--- config.mk ---
export PLATFORM = sky130hd
export DESIGN_NAME = bayer_dither_window_pixel_writer
export DESIGN_NICKNAME = d
export VERILOG_FILES = /design/src/bdw_pkg.sv /design/src/bdw_dither.sv /design/src/bayer_dither_window_pixel_writer.sv
export VERILOG_INCLUDE_DIRS = /design/src /design/src/src
export SDC_FILE = /design/constraint.sdc
export NUM_CORES = 1
export LEC_CHECK = 0
export ABC_CLOCK_PERIOD_IN_PS = 11800
export BUFFER_PORTS_ARGS = -buffer_cell sky130_fd_sc_hd__buf_2
export CAP_MARGIN = 20
export CORE_ASPECT_RATIO = 1.2
export CORE_MARGIN = 1
export CORE_UTILIZATION = 50
export DETAILED_ROUTE_END_ITERATION = 10
export PLACE_DENSITY = 0.74
export SYNTH_ARGS = -nofsm -noshare
export SYNTH_HDL_FRONTEND = slang
export SYNTH_HIERARCHICAL = 1
export SYNTH_SLANG_ARGS = --single-unit
export TNS_END_PERCENT = 100
--- constraint.sdc ---
create_clock -name clk_i -period 11.8 [get_ports clk_i]
set_input_delay 1.77 -clock clk_i [delete_from_list [all_inputs] [get_ports clk_i]]
set_output_delay 1.77 -clock clk_i [all_outputs]
set_load 0.02 [all_outputs]
--- src/bayer_dither_window_pixel_writer_defines.svh ---
// Assertion macros shared by the pixel writer RTL.
// No dependencies; included by the files that carry concurrent assertions.
`ifndef BAYER_DITHER_WINDOW_PIXEL_WRITER_DEFINES_SVH
`define BAYER_DITHER_WINDOW_PIXEL_WRITER_DEFINES_SVH

// Check that cons holds in the same cycle as ante
`define BDW_ASSERT_IMPL(lbl, clk, rstn, ante, cons, msg) \
  lbl: assert property (@(posedge clk) disable iff (!(rstn)) (ante) |-> (cons)) \
    else $error(msg);

// Check that cons holds in the cycle after ante
`define BDW_ASSERT_NEXT(lbl, clk, rstn, ante, cons, msg) \
  lbl: assert property (@(posedge clk) disable iff (!(rstn)) (ante) |=> (cons)) \
    else $error(msg);

`endif

--- src/bdw_pkg.sv ---
// Shared types, constants and the Bayer threshold table of the pixel writer.
// No dependencies; used by bdw_dither and bayer_dither_window_pixel_writer.
package bdw_pkg;

  // Panel limits
  localparam int unsigned MAX_WIDTH = 2048;
  localparam int unsigned MAX_ROWS  = 4096;

  // Field and register widths
  localparam int unsigned PIX_W      = 16;
  localparam int unsigned X_W        = 11;
  localparam int unsigned Y_W        = 12;
  localparam int unsigned PW_W       = 12;
  localparam int unsigned ADDR_W     = 20;
  localparam int unsigned BIDX_W     = 3;
  localparam int unsigned STRIDE_W   = $clog2(MAX_WIDTH / 8 + 1);
  localparam int unsigned CFG_IDX_W  = 3;
  localparam int unsigned CFG_DATA_W = 12;

  // Register reset values
  localparam logic [PW_W-1:0] LINE_DOTS_RST   = 12'd384;
  localparam logic [X_W-1:0]  WIN_X_START_RST = 11'd0;
  localparam logic [X_W-1:0]  WIN_X_END_RST   = 11'd383;
  localparam logic [Y_W-1:0]  WIN_Y_START_RST = 12'd0;
  localparam logic [Y_W-1:0]  WIN_Y_END_RST   = 12'd0;

  // Register indexes of the configuration port
  typedef enum logic [CFG_IDX_W-1:0] {
    REG_LINE_DOTS   = 3'd0,
    REG_WIN_X_START = 3'd1,
    REG_WIN_X_END   = 3'd2,
    REG_WIN_Y_START = 3'd3,
    REG_WIN_Y_END   = 3'd4
  } cfg_reg_e;

  // Scan position inside the window
  typedef struct packed {
    logic [Y_W-1:0] y;
    logic [X_W-1:0] x;
  } pos_t;

  // One frame-buffer bit write
  typedef struct packed {
    logic              bit_value;
    logic [BIDX_W-1:0] bit_index;
    logic [ADDR_W-1:0] byte_address;
  } result_t;

  // 4x4 Bayer thresholds, index is {y[1:0], x[1:0]}
  function automatic logic [7:0] dither_thr(input logic [3:0] idx);
    logic [7:0] thr;
    case (idx)
      4'd0:    thr = 8'd8;
      4'd1:    thr = 8'd200;
      4'd2:    thr = 8'd40;
      4'd3:    thr = 8'd232;
      4'd4:    thr = 8'd72;
      4'd5:    thr = 8'd136;
      4'd6:    thr = 8'd104;
      4'd7:    thr = 8'd168;
      4'd8:    thr = 8'd56;
      4'd9:    thr = 8'd248;
      4'd10:   thr = 8'd24;
      4'd11:   thr = 8'd216;
      4'd12:   thr = 8'd120;
      4'd13:   thr = 8'd184;
      4'd14:   thr = 8'd88;
      4'd15:   thr = 8'd152;
      default: thr = 8'd0;
    endcase
    return thr;
  endfunction

endpackage

--- src/bdw_dither.sv ---
// Per-pixel datapath: RGB565 to luma, Bayer threshold and frame-buffer address.
// Depends on bdw_pkg.
module bdw_dither (
  input  logic [bdw_pkg::PIX_W-1:0] pixel_i,
  input  bdw_pkg::pos_t             pos_i,
  input  logic [bdw_pkg::PW_W-1:0]  line_dots_i,
  output bdw_pkg::result_t          result_o
);

  localparam int unsigned PROD_W = bdw_pkg::STRIDE_W + bdw_pkg::Y_W;

  logic [4:0]                  r5, b5;
  logic [5:0]                  g6;
  logic [7:0]                  r8, g8, b8;
  logic [9:0]                  luma_sum;
  logic [7:0]                  luma;
  logic [7:0]                  thr;
  logic [8:0]                  dith_sum;
  logic [bdw_pkg::PW_W-1:0]    pw_lim;
  logic [bdw_pkg::PW_W:0]      pw_round;
  logic [bdw_pkg::STRIDE_W-1:0] stride_bytes;
  logic [PROD_W-1:0]           row_base;
  logic [PROD_W-1:0]           addr_full;

  // Expand channels by bit replication and form (R + 2G + B) / 4
  assign r5       = pixel_i[15:11];
  assign g6       = pixel_i[10:5];
  assign b5       = pixel_i[4:0];
  assign r8       = {r5, r5[4:2]};
  assign g8       = {g6, g6[5:4]};
  assign b8       = {b5, b5[4:2]};
  assign luma_sum = {2'b00, r8} + {1'b0, g8, 1'b0} + {2'b00, b8};
  assign luma     = luma_sum[9:2];

  // Threshold against the Bayer cell of this position
  assign thr      = bdw_pkg::dither_thr({pos_i.y[1:0], pos_i.x[1:0]});
  assign dith_sum = {1'b0, luma} + {1'b0, thr};

  // Row stride in bytes: width limited to the panel maximum, rounded up to 8
  assign pw_lim       = (line_dots_i > bdw_pkg::PW_W'(bdw_pkg::MAX_WIDTH)) ?
                        bdw_pkg::PW_W'(bdw_pkg::MAX_WIDTH) : line_dots_i;
  assign pw_round     = {1'b0, pw_lim} + (bdw_pkg::PW_W + 1)'(7);
  assign stride_bytes = bdw_pkg::STRIDE_W'(pw_round[bdw_pkg::PW_W:3]);

  // Byte address = stride * y + x / 8; the bit index is x mod 8
  assign row_base  = PROD_W'(stride_bytes) * PROD_W'(pos_i.y);
  assign addr_full = row_base + PROD_W'(pos_i.x[bdw_pkg::X_W-1:3]);

  assign result_o.byte_address = bdw_pkg::ADDR_W'(addr_full);
  assign result_o.bit_index    = pos_i.x[bdw_pkg::BIDX_W-1:0];
  assign result_o.bit_value    = dith_sum[8];

endmodule

--- src/bayer_dither_window_pixel_writer.sv ---
// Top level of the ordered-dither 1bpp pixel writer.
// Depends on bdw_pkg, bdw_dither and bayer_dither_window_pixel_writer_defines.svh.
//
// Usage:
//   s_axis carries one RGB565 pixel per word (tdata[15:0]). m_axis returns one
//   frame-buffer bit write per pixel: tdata holds byte address, MSB-first bit
//   index and dithered bit; tlast marks the last pixel of the window.
//   The cfg channel writes line width (0), win_x_start (1), win_x_end (2),
//   win_y_start (3) and win_y_end (4); it is always ready. Any window write
//   reloads the scan position to the window start. Write only while idle.
//   An accepted pixel reaches m_axis through the input register, then the
//   result register. Throughput: one pixel per clock while m_axis_tready is
//   high, set by this two-register pipeline around a combinational datapath.
//   Reset: registers take 384 / 0 / 383 / 0 / 0, position is (0, 0), both
//   pipeline registers empty.
//   Stall: while m_axis_tready is low the result word holds; the input
//   register still takes one pixel if it is empty, then s_axis_tready drops
//   until the receiver takes the held word.
`include "bayer_dither_window_pixel_writer_defines.svh"

module bayer_dither_window_pixel_writer (
  input  logic                            clk_i,
  input  logic                            rst_ni,
  // pixel input; tdata: pixel_rgb565[15:0]
  input  logic                            s_axis_tvalid,
  output logic                            s_axis_tready,
  input  logic [bdw_pkg::PIX_W-1:0]       s_axis_tdata,
  // bit writes; tdata: byte_address[19:0], bit_index[22:20], bit_value[23]
  output logic                            m_axis_tvalid,
  input  logic                            m_axis_tready,
  output logic [23:0]                     m_axis_tdata,
  output logic                            m_axis_tlast,
  // configuration writes
  input  logic                            cfg_valid_i,
  output logic                            cfg_ready_o,
  input  logic [bdw_pkg::CFG_IDX_W-1:0]   cfg_index_i,
  input  logic [bdw_pkg::CFG_DATA_W-1:0]  cfg_data_i
);

  localparam int unsigned X_W = bdw_pkg::X_W;
  localparam int unsigned Y_W = bdw_pkg::Y_W;

  // Configuration registers
  logic [bdw_pkg::PW_W-1:0] line_dots_q, line_dots_d;
  logic [X_W-1:0]           win_x_start_q, win_x_start_d;
  logic [X_W-1:0]           win_x_end_q, win_x_end_d;
  logic [Y_W-1:0]           win_y_start_q, win_y_start_d;
  logic [Y_W-1:0]           win_y_end_q, win_y_end_d;
  logic                     cfg_we;
  logic                     reload;

  // Scan position
  bdw_pkg::pos_t            pos_q, pos_d;
  logic [X_W-1:0]           x_end_eff;
  logic [Y_W-1:0]           y_end_eff;
  logic [X_W:0]             nx;
  logic [Y_W:0]             ny;
  logic                     col_wrap;
  logic                     row_wrap;

  // Pipeline
  logic                     s_accept;
  logic                     s1_valid_q, s1_valid_d;
  logic [bdw_pkg::PIX_W-1:0] s1_pix_q;
  bdw_pkg::pos_t            s1_pos_q;
  logic                     s1_last_q;
  logic                     s1_ready;
  logic                     out_valid_q, out_valid_d;
  bdw_pkg::result_t         out_res_q;
  logic                     out_last_q;
  logic                     out_ready;
  bdw_pkg::result_t         res;

  // Accept configuration writes at any time
  assign cfg_ready_o = 1'b1;
  assign cfg_we      = cfg_valid_i && cfg_ready_o;

  // Decode register writes
  always_comb begin
    line_dots_d   = line_dots_q;
    win_x_start_d = win_x_start_q;
    win_x_end_d   = win_x_end_q;
    win_y_start_d = win_y_start_q;
    win_y_end_d   = win_y_end_q;
    reload        = 1'b0;
    if (cfg_we) begin
      case (bdw_pkg::cfg_reg_e'(cfg_index_i))
        bdw_pkg::REG_LINE_DOTS:   line_dots_d   = cfg_data_i[bdw_pkg::PW_W-1:0];
        bdw_pkg::REG_WIN_X_START: win_x_start_d = cfg_data_i[X_W-1:0];
        bdw_pkg::REG_WIN_X_END:   win_x_end_d   = cfg_data_i[X_W-1:0];
        bdw_pkg::REG_WIN_Y_START: win_y_start_d = cfg_data_i[Y_W-1:0];
        bdw_pkg::REG_WIN_Y_END:   win_y_end_d   = cfg_data_i[Y_W-1:0];
        default: ;
      endcase
      reload = cfg_index_i inside {bdw_pkg::REG_WIN_X_START, bdw_pkg::REG_WIN_X_END,
                                   bdw_pkg::REG_WIN_Y_START, bdw_pkg::REG_WIN_Y_END};
    end
  end

  always_ff @(posedge clk_i or negedge rst_ni) begin
    if (!rst_ni) begin
      line_dots_q   <= bdw_pkg::LINE_DOTS_RST;
      win_x_start_q <= bdw_pkg::WIN_X_START_RST;
      win_x_end_q   <= bdw_pkg::WIN_X_END_RST;
      win_y_start_q <= bdw_pkg::WIN_Y_START_RST;
      win_y_end_q   <= bdw_pkg::WIN_Y_END_RST;
    end else begin
      line_dots_q   <= line_dots_d;
      win_x_start_q <= win_x_start_d;
      win_x_end_q   <= win_x_end_d;
      win_y_start_q <= win_y_start_d;
      win_y_end_q   <= win_y_end_d;
    end
  end

  // Limit window ends to the panel maximum
  assign x_end_eff = (win_x_end_q > X_W'(bdw_pkg::MAX_WIDTH - 1)) ?
                     X_W'(bdw_pkg::MAX_WIDTH - 1) : win_x_end_q;
  assign y_end_eff = (win_y_end_q > Y_W'(bdw_pkg::MAX_ROWS - 1)) ?
                     Y_W'(bdw_pkg::MAX_ROWS - 1) : win_y_end_q;

  // Detect column and row wrap
  assign nx       = {1'b0, pos_q.x} + (X_W + 1)'(1);
  assign ny       = {1'b0, pos_q.y} + (Y_W + 1)'(1);
  assign col_wrap = nx > {1'b0, x_end_eff};
  assign row_wrap = col_wrap && (ny > {1'b0, y_end_eff});

  // Advance the position on each accepted pixel, reload on window writes
  always_comb begin
    pos_d = pos_q;
    if (reload) begin
      pos_d.x = win_x_start_q;
      pos_d.y = win_y_start_q;
      if (bdw_pkg::cfg_reg_e'(cfg_index_i) == bdw_pkg::REG_WIN_X_START) begin
        pos_d.x = win_x_start_d;
      end
      if (bdw_pkg::cfg_reg_e'(cfg_index_i) == bdw_pkg::REG_WIN_Y_START) begin
        pos_d.y = win_y_start_d;
      end
    end else if (s_accept) begin
      if (col_wrap) begin
        pos_d.x = win_x_start_q;
        pos_d.y = row_wrap ? win_y_start_q : ny[Y_W-1:0];
      end else begin
        pos_d.x = nx[X_W-1:0];
      end
    end
  end

  always_ff @(posedge clk_i or negedge rst_ni) begin
    if (!rst_ni) begin
      pos_q.x <= bdw_pkg::WIN_X_START_RST;
      pos_q.y <= bdw_pkg::WIN_Y_START_RST;
    end else begin
      pos_q <= pos_d;
    end
  end

  // Pipeline handshake: each stage loads when it is empty or the stage after it drains
  assign out_ready     = !out_valid_q || m_axis_tready;
  assign s1_ready      = !s1_valid_q || out_ready;
  assign s_axis_tready = s1_ready;
  assign s_accept      = s_axis_tvalid && s_axis_tready;

  always_comb begin
    s1_valid_d = s1_valid_q;
    if (s1_ready) begin
      s1_valid_d = s_axis_tvalid;
    end
    out_valid_d = out_valid_q;
    if (out_ready) begin
      out_valid_d = s1_valid_q;
    end
  end

  always_ff @(posedge clk_i or negedge rst_ni) begin
    if (!rst_ni) begin
      s1_valid_q  <= 1'b0;
      out_valid_q <= 1'b0;
    end else begin
      s1_valid_q  <= s1_valid_d;
      out_valid_q <= out_valid_d;
    end
  end

  // Input register: pixel, its position and the wrap flag
  always_ff @(posedge clk_i) begin
    if (s_accept) begin
      s1_pix_q  <= s_axis_tdata;
      s1_pos_q  <= pos_q;
      s1_last_q <= row_wrap;
    end
  end

  bdw_dither u_dither (
    .pixel_i     (s1_pix_q),
    .pos_i       (s1_pos_q),
    .line_dots_i (line_dots_q),
    .result_o    (res)
  );

  // Result register: hold while the receiver stalls
  always_ff @(posedge clk_i) begin
    if (out_ready && s1_valid_q) begin
      out_res_q  <= res;
      out_last_q <= s1_last_q;
    end
  end

  assign m_axis_tvalid = out_valid_q;
  assign m_axis_tdata  = {out_res_q.bit_value, out_res_q.bit_index, out_res_q.byte_address};
  assign m_axis_tlast  = out_last_q;

  // Assertions
  `BDW_ASSERT_NEXT(a_wrap_reload, clk_i, rst_ni, s_accept && row_wrap,
    pos_q.x == win_x_start_q && pos_q.y == win_y_start_q, "position not at window start")
  `BDW_ASSERT_NEXT(a_col_step, clk_i, rst_ni, s_accept && !col_wrap && !cfg_we,
    pos_q.x == $past(nx[X_W-1:0]), "column did not advance by one")
  `BDW_ASSERT_NEXT(a_s1_hold, clk_i, rst_ni, s1_valid_q && !s1_ready,
    s1_valid_q, "input register dropped a pixel")
  `BDW_ASSERT_IMPL(a_full_stall, clk_i, rst_ni, s1_valid_q && out_valid_q && !m_axis_tready,
    !s_axis_tready, "pixel taken while pipeline full")

endmodule
Word-level counts from Yosys, hierarchy flattened:

Memory sizes are Yosys's and may differ from the RTL's. A register that Yosys moved wholly into a read port is not among the register bits.
Index checks and enable logic that the tools add are counted.

* multipliers: 1
* reduce and logical (&&, ||, !) cells: 15
* equal/unequal tests: 4
* mux-type cells: 16
* add/subtract/negate cells: 7
* $lt $le $gt $ge: 5

Operators by type and width (number)
* $mux W12: 7
* $mux W11: 5
* $mux W23: 2
* $gt A12 B12 Y1 const B: 2
* $add A20 B8 Y20: 1
* $mul A9 B12 Y20: 1
* $add A12 B1 Y13 const B: 1
* $gt A13 B12 Y1: 1
* $add A11 B1 Y12 const B: 1
* $add A12 B3 Y12 const B: 1
* $gt A12 B11 Y1: 1
* $gt A11 B11 Y1 const B: 1
* $add A10 B8 Y10: 1
* $add A8 B9 Y10: 1
* $add A8 B8 Y9: 1
* $reduce_and A2 Y1: 4
* $eq A3 B2 Y1 const B: 2
* $mux W4: 1
* $reduce_bool A2 Y1: 2
* $reduce_bool A4 Y1: 1
* $eq A3 B1 Y1 const B: 1
* $eq A3 B3 Y1 const B: 1
* $logic_and A1 B1 Y1: 3
* $logic_not A3 Y1: 1
* other kinds (3): 5

* output and inout port bits: 28
* input port bits: 36
* bits in read-only memories: 64
* flip-flop bits (word level): 148
* logic and storage cells: 66
* memories: 1

Memories
* (no name shown): words 16, bits a word 4, read ports 1, clocked after Yosys merged registers in 1, write ports 0, RTL line bdw_pkg.sv:52 `case (idx)`

Logic depth before layout (Yosys ltp):

* depth in word-level cells: 8
* depth in mapped cells: 25
* gate-level depth less buffers: 24

Modules after synthesis:

Netlist, hierarchy kept.

Modules (own cells, without submodules)
* bayer_dither_window_pixel_writer: cells each 519, instances 1, area an instance 6672.6 sq um, seq. area each 4041.4 sq um
* bdw_dither: cells each 495, instances 1, area an instance 4301.6 sq um, seq. area each 0.0 sq um

Worst setup path after synthesis:

OpenSTA, ideal clock, no wires.

* path kind: flip-flop to flip-flop
* start: reg line_dots_q[0] (netlist name)
* end: reg out_res_q (netlist bit m_axis_tdata[14]) (data pin)
* data arrival time: 5700 ps
* path slack: 5838 ps
* clock period less this slack: 5962 ps
* required time: 11538 ps
* cell stages (with the launch flop): 24
* buffers on the path: 1
* library setup time: 262 ps
* cells stage by stage: dfrtp_1 o311a_1 and3_1 nand2_1 xor2_1 nor2_1 clkbuf_1 and2_1 fa_1 fa_1 inv_1 fa_1 inv_1 fa_1 inv_1 fa_1 inv_1 ha_1 a21o_1 a2111oi_0 nand2_1 a31oi_1 o21ai_1 xor2_1

RTL lines
* from (decl): RTL line bayer_dither_window_pixel_writer.sv:44 `logic [bdw_pkg::PW_W-1:0] line_dots_q, line_dots_d;`
* from (signal assigned): RTL line bayer_dither_window_pixel_writer.sv:102 `line_dots_q <= bdw_pkg::LINE_DOTS_RST;`
* from (signal assigned): RTL line bayer_dither_window_pixel_writer.sv:108 `line_dots_q <= line_dots_d;`
* to (signal assigned): RTL line bayer_dither_window_pixel_writer.sv:205 `out_res_q <= res;`
* to (decl): RTL line bayer_dither_window_pixel_writer.sv:69 `bdw_pkg::result_t out_res_q;`

==> results.yml <==
die:
  core-area_mm2: 0.02163
  top_level_ports: 64
  die_area_mm2: 0.02255
  die_height_um: 164.3
  floorplan.initialDensity: 0.5074
  num_rows: 59
  die_w_um: 137.2
clock_tree:
  cts_sinks: 148
  clk_path_buf_depth: 2
  clock_tree_from_tritoncts: "done"
  h-tree-depth: 4
  cts.reportedPaths.clkPinSlew_ns: 0.06
  cts.root.buffer_cell: "clkbuf_16"
  cts_setup_buffers: 0
  numCtsBuffers: 17
  insertion_delay_ns: 0.43
  ctsHoldBuffers: 0
  cts-resized-gates: 0
pwr:
  total_power_w: 0.003671
  comb_power_share: 0.602
  power_frac_clock: 0.143
  netSwitchingFraction: 0.4434
  p_int_w: 0.002043
  leakage_nw: 5.667
  vdd_drop_max_uv: 274.2
  pwr_density_cell_mw_per_mm2: 302.6
  pwr-share-seq: 0.254
  total_switching_power_w: 0.001628
place:
  placedCellCount: 1312
  port-buffer-count: 62
  gpl.final_weighted_congestion: 0.8058
  postPlaceCellArea_mm2: 0.01148
  place.detailed.hpwl_um: 16350
worst_setup_path:
  cp_data_required_time_ns: 11.98
  crit_path_max_incr_delay_ns: 0.61
  critPathMaxFanout: 12
  arrival_worst_endpoint_ns: 6.63
  timing.critical_path.to_type: "register"
  cp_slowest_cell: "nor2_1"
  worst-setup-path-type: "register to register"
  worstPathCellList: "o311a_1, xnor2_1, nor2_1, nand2_1, fa_1, inv_1, fa_1, inv_1, fa_1, inv_1, fa_1, inv_1, fa_1, inv_1, ha_1, a21o_1, a2111oi_0, nand2_1, a31oi_1, o21ai_1, xor2_1"
  cp-start-kind: "register"
cells_and_area:
  stdcell_area_mm2: 0.01213
  stdcell_count: 1348
  area_delta_synth_final_pct: 10.55
  final_layout_size_suffix_gt1_frac: 0.1378
  antennaDiodeCount: 0
  layout.nets: 1271
status:
  result_of_the_run: "complete, no violations"
drt:
  via_per_inst: 5.465
  wire_per_inst_um: 16.44
  drtIter0Drc: 355
  route.vias.total: 7367
  detail_route.first_pass.iterations: 5
  drt_drc_violations_left: 0
  routed_wl_um: 22160
  antenna_left: 0
yosys:
  yosys_most_used_dff: "dfrtp_1"
  yosys.area.top_type_share: 0.1779
  synth_async_sr_flop_share: 0.5608
  post_synth_instance_area_mm2: 0.01097
  synth-seq-area-share: 0.3683
  synth.lib_cells_used.distinct: 62
  ys_ff_latch: 148
  ys_top_cells_by_area: "edfxtp_1, dfrtp_1, fa_1, ha_1, nand2_1"
  postSynthAreaPerCell_um2: 10.82
  post_synth_inst_count: 1014
  synth.net_count: 1224
  number_of_synthesized_flops_with_an_enable_pin: 65
  synthesis.yosys.warnings: 6
  synth.largest_area_cell: "edfxtp_1"
sta:
  finalCriticalPeriod_ns: 6.455
  accumulated_negative_setup_slack_ns: 0
  grt_setup_unrepaired: "false"
  relSlewSlack: 0.3501
  fin_skew_ns: 0.006766
  max_freq_mhz: 154.9
  final_period_util: 0.5470
  worst-slew-pin-transition_ns: 0.9747
  final-hold-violation-count: 0
  timing.final.max_slew_violations: 0
  setup_viol_count_final: 0
job:
  drv_cap: 0
global_routing:
  top_usage_layer: "met2"
  gr-total-overflow: 0
  grt_start_max_net_pins: 84
  grt.met2_usage: 0.3655
  first_pass_grt_wire_length_um: 37330
  gr_layer_usage_met3: 0.03488
  initial_antenna_violation_count: 0
  first_global_vias: 7612
  groute.layer.met1.usage: 0.2791
  global_route.usage.total: 0.2174
min_path:
  worstHoldPathType: "register to register"
-- power groups by stage --
stage / registers (W) / clock network [W] / logic (W)
floorplan: 0.000929 / 0 / 0.00174
global placement: 0.000933 / 0 / 0.00211
detailed placement: 0.000941 / 0 / 0.00220
CTS: 0.000932 / 0.000535 / 0.00222
global route: 0.000957 / 0.000556 / 0.00253
finish: 0.000933 / 0.000526 / 0.00221
-- cell type report --
cell class              count  area, um2
well taps                 274      342.8
multi-input cells         711       6325
flip-flops and latches    148       4041
clock inverters            15      146.4
repair buffers             70      426.7
fillers                  1839       9498
inverters                 113      424.2
clock buffers              17      425.4
-- cells by family after synthesis --
family | share of synthesized area
other | 0.0003417
buffers and inverters | 0.05700
XOR/XNOR | 0.04549
flip-flops | 0.3683
AND/OR/NAND/NOR | 0.1296
adder cells (fa/ha/maj) | 0.2538
multiplexers | 0.06898
AO/OA/AOI/OAI | 0.07650
-- critical path, delay by kind of cell (launching register included) --
family / cells / cell delay [ns]
buf+inv: 5 / 0.24
fa+ha+maj: 6 / 2.89
compound gates: 5 / 1.44
xor+xnor: 2 / 0.29
flops: 1 / 0.39
simple gates: 3 / 0.96
-- cell usage in the layout, fill, tap and decap left out, types with 10 or more instances in the layout --
cell type	count
nand2_1	124
fa_1	81
mux2_1	23
a21o_1	10
and3_1	13
mux2i_1	34
inv_1	112
a21oi_1	24
mux2_2	14
ha_1	93
dfrtp_1	73
dfstp_2	10
buf_2	61
xor2_1	19
o21ai_0	38
nand2b_1	10
and2_1	57
nand4_1	12
clkbuf_16	17
nor2_1	36
edfxtp_1	65
o21ai_1	10
xnor2_1	38
-- flip-flops by register name, indices dropped and copies added (netlist names) --
signal         count
win_y_start_q     12
win_x_end_q       11
win_y_end_q       12
s1_pix_q          16
s1_valid_q         1
s1_pos_q          23
m_axis_tdata      24
m_axis_tvalid      1
line_dots_q       12
pos_q             23
win_x_start_q     11
s1_last_q          1
m_axis_tlast       1
-- per-stage QoR --
| step | setup slack (ns) | util | hold slack, ns |
|---|---|---|---|
| 3_5_place_dp | 5.351 | 0.5306 | 0.4128 |
| 2_1_floorplan | 5.838 | - | 0.4003 |
| 6_report | 5.345 | 0.5609 | 0.4237 |
| 4_1_cts | 5.331 | 0.5570 | 0.4279 |
| 3_3_place_gp | 5.511 | 0.5306 | 0.4004 |
| 5_1_grt | 4.898 | 0.5609 | 0.4570 |
-- routing by layer --
metal	up-vias	wire length, um
met2	163	10920
met4	0	597
met5	-	0
li1	3513	-
met3	35	780
met1	3656	9862
-- final timing paths --
kind	from	endpoint	slack, ns	cells after the start
max	line_dots_q[0]	m_axis_tdata[14]	5.35	21
min	s1_pos_q[2]	m_axis_tdata[22]	0.42	0
max reg2reg	line_dots_q[0]	m_axis_tdata[14]	5.35	21
min reg2reg	s1_pos_q[2]	m_axis_tdata[22]	0.42	0
max in group asynchronous	rst_ni	line_dots_q[7]	9.98	2
min in group asynchronous	rst_ni	win_x_start_q[2]	1.18	1
-- Yosys cell counts, types with 23 or more instances --
master,count
edfxtp_1,65
xnor2_1,38
nand2_1,124
inv_1,112
and2_1,57
ha_1,93
nor2_1,36
o21ai_0,38
a21oi_1,24
mux2i_1,34
mux2_1,23
fa_1,81
dfrtp_1,73
(Power assumes the default switching activity.)
